### src/hdl/knnmc_pkg.sv
// ----------------------------------------------------------------------------
// knnmc_pkg
// Types and constants shared by the k-nearest-neighbour classifier modules.
// ----------------------------------------------------------------------------
package knnmc_pkg;

	localparam int COORD_BITS = 16;
	localparam int LABEL_BITS = 8;
	localparam int DIFF_BITS  = COORD_BITS + 1;
	localparam int PROD_BITS  = 2 * DIFF_BITS;
	localparam int SQ_BITS    = 2 * COORD_BITS;
	localparam int DIST_BITS  = SQ_BITS + 1;
	localparam int VOTE_BITS  = 5;
	localparam int ADDR_BITS  = 4;
	localparam int DATA_BITS  = 32;

	localparam logic [1:0] REG_QUERY_X         = 2'd0;
	localparam logic [1:0] REG_QUERY_Y         = 2'd1;
	localparam logic [1:0] REG_NEIGHBOUR_COUNT = 2'd2;

	typedef enum logic [1:0] {
		ST_FILL,
		ST_COUNT,
		ST_SCAN,
		ST_OUT
	} state_t;

	typedef struct packed {
		logic                  valid;
		logic                  last;
		logic [LABEL_BITS-1:0] label;
		logic [DIST_BITS-1:0]  sq_dist;
	} dist_item_t;

	typedef struct packed {
		logic                  ins;
		logic [LABEL_BITS-1:0] label;
		logic [DIST_BITS-1:0]  sq_dist;
	} ins_bus_t;

	typedef struct packed {
		logic                  clr;
		logic                  cnt_en;
		logic [LABEL_BITS-1:0] label;
	} vote_bus_t;

endpackage

### src/hdl/knnmc_dist.sv
// ----------------------------------------------------------------------------
// knnmc_dist
// Two-stage squared Euclidean distance pipeline: differences, then squares.
// ----------------------------------------------------------------------------
module knnmc_dist (
	input  logic                                  clk,
	input  logic                                  arst_n,
	input  logic                                  accept,
	input  logic signed [knnmc_pkg::COORD_BITS-1:0] point_x,
	input  logic signed [knnmc_pkg::COORD_BITS-1:0] point_y,
	input  logic [knnmc_pkg::LABEL_BITS-1:0]      point_label,
	input  logic                                  last_point,
	input  logic signed [knnmc_pkg::COORD_BITS-1:0] query_x,
	input  logic signed [knnmc_pkg::COORD_BITS-1:0] query_y,
	output knnmc_pkg::dist_item_t                 item,
	output logic                                  last_pending
);

	logic                                   v_s1, v_s2;
	logic                                   last_s1, last_s2;
	logic [knnmc_pkg::LABEL_BITS-1:0]       label_s1, label_s2;
	logic signed [knnmc_pkg::DIFF_BITS-1:0] dx_s1, dy_s1;
	logic signed [knnmc_pkg::PROD_BITS-1:0] prod_x, prod_y;
	logic [knnmc_pkg::SQ_BITS-1:0]          sqx_s2, sqy_s2;

	always_ff @(posedge clk or negedge arst_n) begin
		if (!arst_n) begin
			v_s1 <= 1'b0;
			v_s2 <= 1'b0;
		end else begin
			v_s1 <= accept;
			v_s2 <= v_s1;
		end
	end

	always_ff @(posedge clk) begin
		dx_s1    <= knnmc_pkg::DIFF_BITS'(point_x) - knnmc_pkg::DIFF_BITS'(query_x);
		dy_s1    <= knnmc_pkg::DIFF_BITS'(point_y) - knnmc_pkg::DIFF_BITS'(query_y);
		label_s1 <= point_label;
		last_s1  <= last_point;
		sqx_s2   <= prod_x[knnmc_pkg::SQ_BITS-1:0];
		sqy_s2   <= prod_y[knnmc_pkg::SQ_BITS-1:0];
		label_s2 <= label_s1;
		last_s2  <= last_s1;
	end

	assign prod_x = dx_s1 * dx_s1;
	assign prod_y = dy_s1 * dy_s1;

	always_comb begin
		item.valid   = v_s2;
		item.last    = last_s2;
		item.label   = label_s2;
		item.sq_dist = knnmc_pkg::DIST_BITS'(sqx_s2) + knnmc_pkg::DIST_BITS'(sqy_s2);
	end

	assign last_pending = (v_s1 && last_s1) || (v_s2 && last_s2);

endmodule

### src/hdl/knnmc_cell.sv
// ----------------------------------------------------------------------------
// knnmc_cell
// One slot of the sorted neighbour list: keeps, takes the new point or takes
// its lower neighbor's entry; counts matching labels during the vote.
// ----------------------------------------------------------------------------
module knnmc_cell (
	input  logic                             clk,
	input  knnmc_pkg::ins_bus_t              ins,
	input  knnmc_pkg::vote_bus_t             vote,
	input  logic                             occupied,
	input  logic                             voter,
	input  logic                             prev_le,
	input  logic [knnmc_pkg::DIST_BITS-1:0]  prev_dist,
	input  logic [knnmc_pkg::LABEL_BITS-1:0] prev_label,
	output logic                             le,
	output logic [knnmc_pkg::DIST_BITS-1:0]  sq_dist,
	output logic [knnmc_pkg::LABEL_BITS-1:0] label,
	output logic [knnmc_pkg::VOTE_BITS-1:0]  count
);

	logic [knnmc_pkg::DIST_BITS-1:0]  dist_q;
	logic [knnmc_pkg::LABEL_BITS-1:0] label_q;
	logic [knnmc_pkg::VOTE_BITS-1:0]  count_q;

	assign le = occupied && (dist_q <= ins.sq_dist);

	always_ff @(posedge clk) begin
		if (ins.ins && !le) begin
			if (prev_le) begin
				dist_q  <= ins.sq_dist;
				label_q <= ins.label;
			end else begin
				dist_q  <= prev_dist;
				label_q <= prev_label;
			end
		end
		if (vote.clr) begin
			count_q <= '0;
		end else if (vote.cnt_en && voter && (label_q == vote.label)) begin
			count_q <= count_q + knnmc_pkg::VOTE_BITS'(1);
		end
	end

	assign sq_dist = dist_q;
	assign label   = label_q;
	assign count   = count_q;

endmodule

### src/hdl/knnmc_ctrl.sv
// ----------------------------------------------------------------------------
// knnmc_ctrl
// Fill count, vote sequencing over the cell row and majority scan.
// ----------------------------------------------------------------------------
module knnmc_ctrl #(
	parameter int MAX_NEIGHBOURS = 16
) (
	input  logic                                  clk,
	input  logic                                  arst_n,
	input  knnmc_pkg::dist_item_t                 item,
	input  logic                                  last_pending,
	input  logic [knnmc_pkg::VOTE_BITS-1:0]       k_cfg,
	input  logic [knnmc_pkg::LABEL_BITS-1:0]      cell_label [MAX_NEIGHBOURS],
	input  logic [knnmc_pkg::VOTE_BITS-1:0]       cell_count [MAX_NEIGHBOURS],
	input  logic                                  out_ready,
	output logic [MAX_NEIGHBOURS-1:0]             occupied,
	output logic [MAX_NEIGHBOURS-1:0]             voter,
	output knnmc_pkg::vote_bus_t                  vote,
	output logic                                  in_ready,
	output logic                                  out_valid,
	output logic [knnmc_pkg::LABEL_BITS-1:0]      winning_label,
	output logic [knnmc_pkg::VOTE_BITS-1:0]       vote_count
);

	localparam int CNT_W = $clog2(MAX_NEIGHBOURS + 1);
	localparam int IDX_W = (MAX_NEIGHBOURS > 1) ? $clog2(MAX_NEIGHBOURS) : 1;
	localparam int CW    = (CNT_W > knnmc_pkg::VOTE_BITS) ? CNT_W : knnmc_pkg::VOTE_BITS;

	knnmc_pkg::state_t                 state_q, state_d;
	logic [CNT_W-1:0]                  filled_q, fill_after;
	logic [CNT_W-1:0]                  n_q;
	logic [IDX_W-1:0]                  idx_q;
	logic [knnmc_pkg::LABEL_BITS-1:0]  best_label_q;
	logic [knnmc_pkg::VOTE_BITS-1:0]   best_cnt_q;
	logic [CW-1:0]                     k_ext, k_eff, n_new;
	logic                              idx_last;
	logic                              finish;
	logic [knnmc_pkg::LABEL_BITS-1:0]  sel_label;
	logic [knnmc_pkg::VOTE_BITS-1:0]   sel_count;
	logic                              better;

	assign finish     = item.valid && item.last;
	assign fill_after = (filled_q < CNT_W'(MAX_NEIGHBOURS)) ? filled_q + CNT_W'(1) : filled_q;
	assign k_ext      = CW'(k_cfg);
	assign k_eff      = (k_ext == '0) ? CW'(1) :
	                    ((k_ext > CW'(MAX_NEIGHBOURS)) ? CW'(MAX_NEIGHBOURS) : k_ext);
	assign n_new      = (CW'(fill_after) < k_eff) ? CW'(fill_after) : k_eff;
	assign idx_last   = (CNT_W'(idx_q) == n_q - CNT_W'(1));
	assign sel_label  = cell_label[idx_q];
	assign sel_count  = cell_count[idx_q];
	assign better     = (sel_count > best_cnt_q) ||
	                    ((sel_count == best_cnt_q) && (sel_label < best_label_q));

	always_comb begin
		state_d = state_q;
		case (state_q)
			knnmc_pkg::ST_FILL: begin
				if (finish) state_d = knnmc_pkg::ST_COUNT;
			end
			knnmc_pkg::ST_COUNT: begin
				if (idx_last) state_d = knnmc_pkg::ST_SCAN;
			end
			knnmc_pkg::ST_SCAN: begin
				if (idx_last) state_d = knnmc_pkg::ST_OUT;
			end
			knnmc_pkg::ST_OUT: begin
				if (out_ready) state_d = knnmc_pkg::ST_FILL;
			end
			default: state_d = knnmc_pkg::ST_FILL;
		endcase
	end

	always_comb begin
		in_ready     = (state_q == knnmc_pkg::ST_FILL) && !last_pending && !item.valid ||
		               (state_q == knnmc_pkg::ST_FILL) && !last_pending && !item.last;
		out_valid    = (state_q == knnmc_pkg::ST_OUT);
		vote.clr     = finish;
		vote.cnt_en  = (state_q == knnmc_pkg::ST_COUNT);
		vote.label   = sel_label;
		winning_label = best_label_q;
		vote_count    = best_cnt_q;
	end

	always_comb begin
		for (int i = 0; i < MAX_NEIGHBOURS; i++) begin
			occupied[i] = (CNT_W'(i) < filled_q);
			voter[i]    = (CNT_W'(i) < n_q);
		end
	end

	always_ff @(posedge clk or negedge arst_n) begin
		if (!arst_n) begin
			state_q  <= knnmc_pkg::ST_FILL;
			filled_q <= '0;
			n_q      <= CNT_W'(1);
			idx_q    <= '0;
		end else begin
			state_q <= state_d;
			if (item.valid) begin
				filled_q <= item.last ? '0 : fill_after;
			end
			if (finish) begin
				n_q   <= CNT_W'(n_new);
				idx_q <= '0;
			end else if (state_q == knnmc_pkg::ST_COUNT || state_q == knnmc_pkg::ST_SCAN) begin
				idx_q <= idx_last ? '0 : idx_q + IDX_W'(1);
			end
		end
	end

	always_ff @(posedge clk) begin
		if (state_q == knnmc_pkg::ST_COUNT && idx_last) begin
			best_cnt_q   <= '0;
			best_label_q <= '0;
		end else if (state_q == knnmc_pkg::ST_SCAN && better) begin
			best_cnt_q   <= sel_count;
			best_label_q <= sel_label;
		end
	end

	a_item_in_fill: assert property (@(posedge clk) disable iff (!arst_n)
		item.valid |-> (state_q == knnmc_pkg::ST_FILL))
		else $error("point reached the cell row outside the fill phase");

	a_idx_in_range: assert property (@(posedge clk) disable iff (!arst_n)
		(state_q == knnmc_pkg::ST_COUNT || state_q == knnmc_pkg::ST_SCAN)
		|-> (CNT_W'(idx_q) < n_q))
		else $error("vote index beyond voter count");

	a_winner_nonzero: assert property (@(posedge clk) disable iff (!arst_n)
		(state_q == knnmc_pkg::ST_OUT) |-> (best_cnt_q != '0))
		else $error("result presented with zero votes");

	a_list_cleared: assert property (@(posedge clk) disable iff (!arst_n)
		finish |=> (filled_q == '0) && (n_q != '0))
		else $error("list not cleared after last point");

	a_no_accept_busy: assert property (@(posedge clk) disable iff (!arst_n)
		(state_q != knnmc_pkg::ST_FILL) |-> !in_ready)
		else $error("input ready while voting");

endmodule

### src/hdl/knn_majority_classifier_core.sv
// ----------------------------------------------------------------------------
// knn_majority_classifier_core
// k-nearest-neighbour majority classifier over a stream of labelled points.
// ----------------------------------------------------------------------------
// Training points are taken one per cycle while a set streams in; each passes
// a two-stage distance pipeline and is inserted into a row of MAX_NEIGHBOURS
// cells that keep the nearest points sorted. After the point marked last is
// accepted, input ready stays low until the result transaction completes:
// first the distance pipeline, then a count phase in which the cell row counts
// label matches over n cells and a scan phase that searches the counts for the
// winner, where n = min(k, points held), and then the wait on the output side.
// The vote sequencer visits one cell per cycle in both phases.
// ----------------------------------------------------------------------------
module knn_majority_classifier_core #(
	parameter int MAX_NEIGHBOURS = 16
) (
	input  logic                                    clk,
	input  logic                                    arst_n,
	input  logic                                    psel,
	input  logic                                    penable,
	input  logic                                    pwrite,
	input  logic [knnmc_pkg::ADDR_BITS-1:0]         paddr,
	input  logic [knnmc_pkg::DATA_BITS-1:0]         pwdata,
	output logic [knnmc_pkg::DATA_BITS-1:0]         prdata,
	output logic                                    pready,
	input  logic                                    in_valid,
	output logic                                    in_ready,
	input  logic signed [knnmc_pkg::COORD_BITS-1:0] point_x,
	input  logic signed [knnmc_pkg::COORD_BITS-1:0] point_y,
	input  logic [knnmc_pkg::LABEL_BITS-1:0]        point_label,
	input  logic                                    last_point,
	output logic                                    out_valid,
	input  logic                                    out_ready,
	output logic [knnmc_pkg::LABEL_BITS-1:0]        winning_label,
	output logic [knnmc_pkg::VOTE_BITS-1:0]         vote_count
);

	logic signed [knnmc_pkg::COORD_BITS-1:0] query_x_q, query_y_q;
	logic [knnmc_pkg::VOTE_BITS-1:0]         k_q;
	logic                                    cfg_wr;
	knnmc_pkg::dist_item_t                   item;
	knnmc_pkg::ins_bus_t                     ins;
	knnmc_pkg::vote_bus_t                    vote;
	logic                                    last_pending;
	logic [MAX_NEIGHBOURS-1:0]               occupied, voter;
	logic                                    cell_le    [MAX_NEIGHBOURS];
	logic [knnmc_pkg::DIST_BITS-1:0]         cell_dist  [MAX_NEIGHBOURS];
	logic [knnmc_pkg::LABEL_BITS-1:0]        cell_label [MAX_NEIGHBOURS];
	logic [knnmc_pkg::VOTE_BITS-1:0]         cell_count [MAX_NEIGHBOURS];

	assign pready = 1'b1;
	assign cfg_wr = psel && penable && pwrite && pready;

	always_ff @(posedge clk or negedge arst_n) begin
		if (!arst_n) begin
			query_x_q <= '0;
			query_y_q <= '0;
			k_q       <= knnmc_pkg::VOTE_BITS'(1);
		end else if (cfg_wr) begin
			case (paddr[3:2])
				knnmc_pkg::REG_QUERY_X:         query_x_q <= pwdata[knnmc_pkg::COORD_BITS-1:0];
				knnmc_pkg::REG_QUERY_Y:         query_y_q <= pwdata[knnmc_pkg::COORD_BITS-1:0];
				knnmc_pkg::REG_NEIGHBOUR_COUNT: k_q <= pwdata[knnmc_pkg::VOTE_BITS-1:0];
				default: ;
			endcase
		end
	end

	always_comb begin
		case (paddr[3:2])
			knnmc_pkg::REG_QUERY_X:         prdata = knnmc_pkg::DATA_BITS'(query_x_q);
			knnmc_pkg::REG_QUERY_Y:         prdata = knnmc_pkg::DATA_BITS'(query_y_q);
			knnmc_pkg::REG_NEIGHBOUR_COUNT: prdata = knnmc_pkg::DATA_BITS'(k_q);
			default:                        prdata = '0;
		endcase
	end

	knnmc_dist u_dist (
		.clk          (clk),
		.arst_n       (arst_n),
		.accept       (in_valid && in_ready),
		.point_x      (point_x),
		.point_y      (point_y),
		.point_label  (point_label),
		.last_point   (last_point),
		.query_x      (query_x_q),
		.query_y      (query_y_q),
		.item         (item),
		.last_pending (last_pending)
	);

	always_comb begin
		ins.ins     = item.valid;
		ins.label   = item.label;
		ins.sq_dist = item.sq_dist;
	end

	for (genvar i = 0; i < MAX_NEIGHBOURS; i++) begin : g_cell
		if (i == 0) begin : g_head
			knnmc_cell u_cell (
				.clk        (clk),
				.ins        (ins),
				.vote       (vote),
				.occupied   (occupied[i]),
				.voter      (voter[i]),
				.prev_le    (1'b1),
				.prev_dist  (item.sq_dist),
				.prev_label (item.label),
				.le         (cell_le[i]),
				.sq_dist    (cell_dist[i]),
				.label      (cell_label[i]),
				.count      (cell_count[i])
			);
		end else begin : g_body
			knnmc_cell u_cell (
				.clk        (clk),
				.ins        (ins),
				.vote       (vote),
				.occupied   (occupied[i]),
				.voter      (voter[i]),
				.prev_le    (cell_le[i-1]),
				.prev_dist  (cell_dist[i-1]),
				.prev_label (cell_label[i-1]),
				.le         (cell_le[i]),
				.sq_dist    (cell_dist[i]),
				.label      (cell_label[i]),
				.count      (cell_count[i])
			);
		end
	end

	knnmc_ctrl #(
		.MAX_NEIGHBOURS (MAX_NEIGHBOURS)
	) u_ctrl (
		.clk           (clk),
		.arst_n        (arst_n),
		.item          (item),
		.last_pending  (last_pending),
		.k_cfg         (k_q),
		.cell_label    (cell_label),
		.cell_count    (cell_count),
		.out_ready     (out_ready),
		.occupied      (occupied),
		.voter         (voter),
		.vote          (vote),
		.in_ready      (in_ready),
		.out_valid     (out_valid),
		.winning_label (winning_label),
		.vote_count    (vote_count)
	);

endmodule

### config.mk
export PLATFORM = sky130hd
export DESIGN_NAME = knn_majority_classifier_core
export DESIGN_NICKNAME = d
export VERILOG_FILES = /design/src/hdl/knnmc_pkg.sv /design/src/hdl/knnmc_dist.sv /design/src/hdl/knnmc_cell.sv /design/src/hdl/knnmc_ctrl.sv /design/src/hdl/knn_majority_classifier_core.sv
export SDC_FILE = /design/constraint.sdc
export NUM_CORES = 2
export LEC_CHECK = 0
export BUFFER_PORTS_ARGS = -buffer_cell sky130_fd_sc_hd__buf_2
export CORE_UTILIZATION = 50
export CTS_BUF_LIST = sky130_fd_sc_hd__clkbuf_8
export CTS_CLUSTER_DIAMETER = 60
export DETAILED_ROUTE_END_ITERATION = 16
export PLACE_DENSITY = 0.71
export SLEW_MARGIN = 20
export SYNTH_ARGS = -nofsm -noshare
export SYNTH_HDL_FRONTEND = slang
export SYNTH_SLANG_ARGS = --single-unit
### constraint.sdc
create_clock -name clk -period 12.95 [get_ports clk]
set_input_delay 1.295 -clock clk [delete_from_list [all_inputs] [get_ports clk]]
set_output_delay 1.295 -clock clk [all_outputs]
set_load 0.05 [all_outputs]
== Word level (Yosys, flattened, before mapping) ==
Cells that the tools add are included.

* Add/sub/neg operators: 22
* Multipliers: 2
* $lt $le $gt $ge: 54
* Equality and inequality tests: 27
* Muxes and demuxes: 50
* Bitwise logic cells: 1
* Reductions and logical operators: 106

{| class="wikitable"
|+ Operator list
! operator !! count
|-
| <= comparator 33 bit || 16
|-
| 2-to-1 mux 33 bit || 15
|-
| 2-to-1 mux 8 bit || 17
|-
| equality test 8 bit || 16
|-
| case mux 32 bit (3 select lines) || 1
|-
| adder 5 x 1 -> 5 bit, second input constant || 17
|-
| < comparator 4 x 5 -> 1 bit, first input constant || 16
|-
| logical AND 1 bit || 75
|-
| multiplier 17 x 17 -> 32 bit || 2
|-
| < comparator 3 x 5 -> 1 bit, first input constant || 8
|-
| 2-to-1 mux 5 bit || 7
|-
| subtractor 16 x 16 -> 17 bit || 2
|-
| adder 32 x 32 -> 33 bit || 1
|-
| binary-select mux 8 bit (select 4 bit) || 1
|-
| binary-select mux 5 bit (select 4 bit) || 1
|-
| < comparator 1 x 5 -> 1 bit, first input constant || 4
|-
| < comparator 2 x 5 -> 1 bit, first input constant || 4
|-
| logical NOT 1 bit || 19
|-
| 2-to-1 mux 4 bit || 3
|-
| < comparator 8 bit || 1
|-
| 2-to-1 mux 2 bit || 4
|-
| inequality test 2 x 1 -> 1 bit, second input constant || 4
|-
| case mux 2 bit (4 select lines) || 1
|-
| equality test 2 bit, second input constant || 3
|-
| 17 further kinds || 24
|}

* Flip-flop bits (word level): 920
* Input bits: 84
* Output and inout bits: 48
* Logic and storage cells: 329

== Longest topological paths before layout ==
* Word-level depth: 8
* Gate-level depth with buffers: 26
* Gate-level depth less buffers: 24

== Modules after synthesis ==
Synthesis repeated with hierarchy kept, for this count alone.

* Cells, all modules: 7,007
* Area total of the unflattened synthesis: 76,111.7 um2

{| class="wikitable"
|+ Modules (own cells, without submodules)
! module !! instances !! cells an instance !! area an instance (um2) !! sequential area each (um2)
|-
| knnmc_cell || 16 || 244 || 2,901.5 || 1,331.3
|-
| knnmc_dist || 1 || 2,607 || 24,098.1 || 2,332.2
|-
| knnmc_ctrl || 1 || 354 || 3,764.9 || 661.9
|-
| knn_majority_classifier_core || 1 || 142 || 1,824.2 || 927.1
|}

== Worst setup path after synthesis ==
OpenSTA, ideal clock, no wires.

* Path type: flip-flop to flip-flop
* Start point: reg u_dist.sqy_s2[6] (netlist bit)
* End point: reg g_cell[7].g_body.u_cell.label_q (netlist bit g_cell[7].g_body.u_cell.label[0]), enable pin
* Setup time: 0.440 ns
* Arrival: 6.475 ns
* Data required time: 12.510 ns
* Slack: 6.036 ns
* Stages on the path, launching flop included: 22
* Path buffers: 2
* Period minus slack after synthesis: 6.914 ns
* Cells stage by stage: dfxtp_1 > ha_1 > o21ai_0 > a211o_1 > o22ai_1 > a41oi_1 > o21ba_2 > o21ai_0 > a41oi_1 > xnor2_1 > clkbuf_1 > inv_1 > ha_1 > nand2_1 > nor3_1 > nand3_1 > nor3_1 > o32ai_1 > a21boi_0 > o31ai_1 > clkbuf_1 > nor2_1

{| class="wikitable"
|+ RTL lines
! item !! RTL line !! source
|-
| start, declared || knnmc_dist.sv:24 || <nowiki>logic [knnmc_pkg::SQ_BITS-1:0] sqx_s2, sqy_s2;</nowiki>
|-
| start signal, assigned || knnmc_dist.sv:42 || <nowiki>sqy_s2 <= prod_y[knnmc_pkg::SQ_BITS-1:0];</nowiki>
|-
| end signal, assigned || knnmc_cell.sv:31 || <nowiki>label_q <= ins.label;</nowiki>
|-
| end signal, assigned || knnmc_cell.sv:34 || <nowiki>label_q <= prev_label;</nowiki>
|-
| end, declared || knnmc_cell.sv:22 || <nowiki>logic [knnmc_pkg::LABEL_BITS-1:0] label_q;</nowiki>
|}

== Worst setup path after layout ==
* Start point: reg u_dist.sqy_s2[3] (netlist bit)
* End point: reg g_cell[7].g_body.u_cell.dist_q (netlist bit g_cell[7].g_body.u_cell.sq_dist[14]), enable pin

* Word-level cells in the longest chain between the ends: 5

{| class="wikitable"
|+ RTL lines
! item !! RTL line !! source
|-
| adder 32 x 32 -> 33 bit || knnmc_dist.sv:54 || <nowiki>item.sq_dist = knnmc_pkg::DIST_BITS'(sqx_s2) + knnmc_pkg::DIST_BITS'(sqy_s2);</nowiki>
|-
| <= comparator 33 bit || knnmc_cell.sv:25 || <nowiki>assign le = occupied && (dist_q <= ins.sq_dist);</nowiki>
|-
| logical AND 1 bit || knnmc_cell.sv:25 ||
|-
| logical NOT 1 bit || knnmc_cell.sv:28 || <nowiki>if (ins.ins && !le) begin</nowiki>
|-
| logical AND 1 bit || knnmc_cell.sv:28 ||
|-
| end signal, assigned || knnmc_cell.sv:30 || <nowiki>dist_q <= ins.sq_dist;</nowiki>
|-
| end signal, assigned || knnmc_cell.sv:33 || <nowiki>dist_q <= prev_dist;</nowiki>
|-
| end, declared || knnmc_cell.sv:21 || <nowiki>logic [knnmc_pkg::DIST_BITS-1:0] dist_q;</nowiki>
|}

Every way passes these cells.
A chain may end at the register's enable or synchronous reset.

==> impl_metrics.json <==
{
  "yosysTopAreaCell": "edfxtp_1",
  "max_slew_margin": 0.246,
  "die_x_um": 384,
  "drt_iter0_drc": 3466,
  "setup_viol": 0,
  "clock_path_buffers": 3,
  "first_pass_iters": 6,
  "wirelength_mm": 184,
  "io_buffers": 112,
  "first_global_vias": 52200,
  "yosys_most_used_dff": "edfxtp_1",
  "ys_warn_count": 0,
  "yosysMostFrequentCell": "inv_1",
  "cts.sinks": 918,
  "hold_violations": 0,
  "grt_max_degree": 72,
  "clk_latency_ps": 920,
  "startpoint": "u_dist.sqy_s2[3]$_DFF_P_",
  "path_common_cell": "buf_4",
  "cts_resized": 0,
  "synth_edf_count": 656,
  "slowest_stage": "nor3_1",
  "timing.rr.start": "u_dist.sqy_s2[3]$_DFF_P_",
  "rrSetupSlack_ps": 4630,
  "place_hpwl_mm": 141,
  "ys_async_sr_fraction": 0.0599,
  "period_minus_slack_ps": 8320,
  "syn-num-nets": 7815,
  "synth_area_leaders": "edfxtp_1 (27%), fa_1 (14%), ha_1 (14%), mux2_2 (9.9%), dfxtp_1 (5.7%)",
  "final.setup.tns_ps": 0,
  "end_kind": "flip-flop",
  "reg2reg_depth": 22,
  "startpoint_type": "flip-flop",
  "via_per_inst": 5.78,
  "maxSlewViolCount": 0,
  "drc": 0,
  "wl_per_cell_um": 21.4,
  "critPathMaxFanout": 26,
  "fp-row-count": 139,
  "final_nets": 7953,
  "ys_top_cells_by_count": "inv_1 (831), ha_1 (803), edfxtp_1 (656)",
  "outcome": "complete, no violations",
  "postCtsSetupBuffers": 0,
  "grt_first_pass_wirelength_mm": 287,
  "antenna_found_initial": 10,
  "cts_tree": "done",
  "post-route-period-util": 0.642,
  "synth_cells": 6413,
  "netlist_area_um2": 73000,
  "gp_congestion": 0.901,
  "required_ps": 13500,
  "num_io_pins": 132,
  "synth.distinct_cells": 76,
  "clk_pin_slew_ps": 60,
  "tightest_slew_ps": 1130,
  "ant_nets": 0,
  "syn2layout_area_growth_pct": 8.30,
  "drive_gt1_frac": 0.182,
  "timing.critical_path.cells": "ha_1 > a211oi_1 > o21a_1 > o22ai_1 > a41oi_1 > o211ai_1 > a221oi_1 > a21oi_1 > xor2_1 > buf_4 > inv_1 > ha_1 > nand2_1 > nor3_1 > nand3_1 > nor3_1 > o32ai_1 > a21boi_0 > o31ai_4 > buf_4 > nor2_4 > buf_4",
  "path_class": "flip-flop to flip-flop",
  "fp.dieH_um": 384,
  "cp_data_arrival_time_ps": 8860,
  "cts_root_buf": "clkbuf_8",
  "htreeDepth": 4,
  "rsz0062_at_grt": "false",
  "postCtsHoldBufs": 0,
  "cap_violations": 0,
  "synth-seq-cells": 918,
  "hold_class": "flip-flop to flip-flop",
  "endpoint": "g_cell[7].g_body.u_cell.sq_dist[14]$_DFFE_PP_",
  "overflow": 0,
  "clock_skew_ps": 64.5,
  "grt_use_total": 0.252,
  "fmax_mhz": 120,
  "core-area_um2": 144000,
  "start_util": 0.506,
  "rr_endpoint": "g_cell[7].g_body.u_cell.sq_dist[14]$_DFFE_PP_",
  "cts_made_buffers": 159,
  "vias": 49600,
  "slowest_delay_ps": 690,
  "netlist.area_leader.share": 0.270,
  "synth-seq-area-share": 0.345,
  "die-area_um2": 148000,
  "syn_avg_cell_area_um2": 11.4
}
## state kept, by name, summed over array words and instances, names as in the netlist, 2 cells and up
name	count
g_cell.g_head.u_cell.label	8
g_cell.g_head.u_cell.count	5
g_cell.g_head.u_cell.sq_dist	33
u_ctrl.filled_q	5
u_ctrl.state_q	2
u_dist.dy_s1	17
u_ctrl.n_q	5
u_dist.sqy_s2	31
query_y_q	16
query_x_q	16
g_cell.g_body.u_cell.label	120
k_q	5
u_dist.dx_s1	17
u_ctrl.vote_count	5
u_dist.label_s2	8
g_cell.g_body.u_cell.count	75
u_dist.label_s1	8
u_ctrl.idx_q	4
u_dist.sqx_s2	31
u_ctrl.winning_label	8
g_cell.g_body.u_cell.sq_dist	495
## worst max-delay path, delay by kind of cell, from the launching register on
kind,cells,cell delay (ps)
flip-flops,1,300
AO/OA/AOI/OAI,10,3120
adder cells (fa/ha/maj),2,790
AND/OR/NAND/NOR,5,2010
buffers and inverters,4,1550
XOR/XNOR,1,180
## metrics by stage
stage	area [um2]	setup slack [ps]	instances	hold slack (ps)	utilization
global placement	76000	4850	8293	318	0.526
global route	79100	4350	8589	339	0.548
floorplan	73000	6040	6413	310	-
detailed placement	76000	4740	8293	316	0.526
CTS	79100	4740	8585	331	0.548
finish	79100	4630	8589	329	0.548
## metal layers
metal	GRT usage	up-vias	part of all wire	routed length, um
met1	0.310	24900	0.40	73600
met3	0.0359	376	0.062	11300
met4	0.0979	6	0.036	6630
li1	-	22800	-	-
met2	0.443	1542	0.50	92200
met5	0	-	0.00020	37
## how the worst min path moves through the flow
| stage | from | depth (start not counted) | end | slack [ps] |
|---|---|---|---|---|
| after global routing | u_dist.label_s1[1]$_DFF_P_ | 0 | u_dist.label_s2[1]$_DFF_P_ | 340 |
| after global placement | u_dist.label_s1[1]$_DFF_P_ | 0 | u_dist.label_s2[1]$_DFF_P_ | 320 |
| after floorplan | u_dist.label_s1[0]$_DFF_P_ | 0 | u_dist.label_s2[0]$_DFF_P_ | 310 |
| final | u_dist.label_s1[0]$_DFF_P_ | 0 | u_dist.label_s2[0]$_DFF_P_ | 330 |
| after CTS | u_dist.label_s1[0]$_DFF_P_ | 0 | u_dist.label_s2[0]$_DFF_P_ | 330 |
| after detailed placement | u_dist.label_s1[1]$_DFF_P_ | 0 | u_dist.label_s2[1]$_DFF_P_ | 320 |
## kinds of logic after synthesis
family,Yosys count,share of synthesized area
flops,918,0.345
other cells,1,0.0000513
simple gates,1240,0.0866
buf+inv,1074,0.0571
mux,741,0.124
compound gates,784,0.0679
xor+xnor,337,0.0404
fa+ha+maj,1318,0.279
## placed cells by master, fill, tap and decap left out, types with 45 or more instances in the layout
master,count
inv_1,884
ha_1,803
edfxtp_1,656
mux2_2,643
fa_1,515
nand2_1,323
nor2_1,282
a21oi_1,208
dfxtp_1,207
o21ai_0,206
clkbuf_8,177
xnor2_1,169
xor2_1,168
nand4_1,150
and2_1,115
buf_2,112
buf_4,108
a21o_1,106
nand3_1,80
nor2b_1,78
mux4_2,60
dfrtp_1,50
nor3_1,49
o21a_1,45
## cell type report
type | instances | area [um2]
fillers | 12200 | 65200
well taps | 1903 | 2380
repair buffers | 220 | 1370
multi-input cells | 4421 | 43900
flip-flops and latches | 918 | 25200
clock inverters | 115 | 677
clock buffers | 177 | 2440
inverters | 831 | 3120
diodes | 4 | 10.0
Power is not shown: default switching activity piles up to over one toggle a cycle in this logic, so the estimate is an artifact.
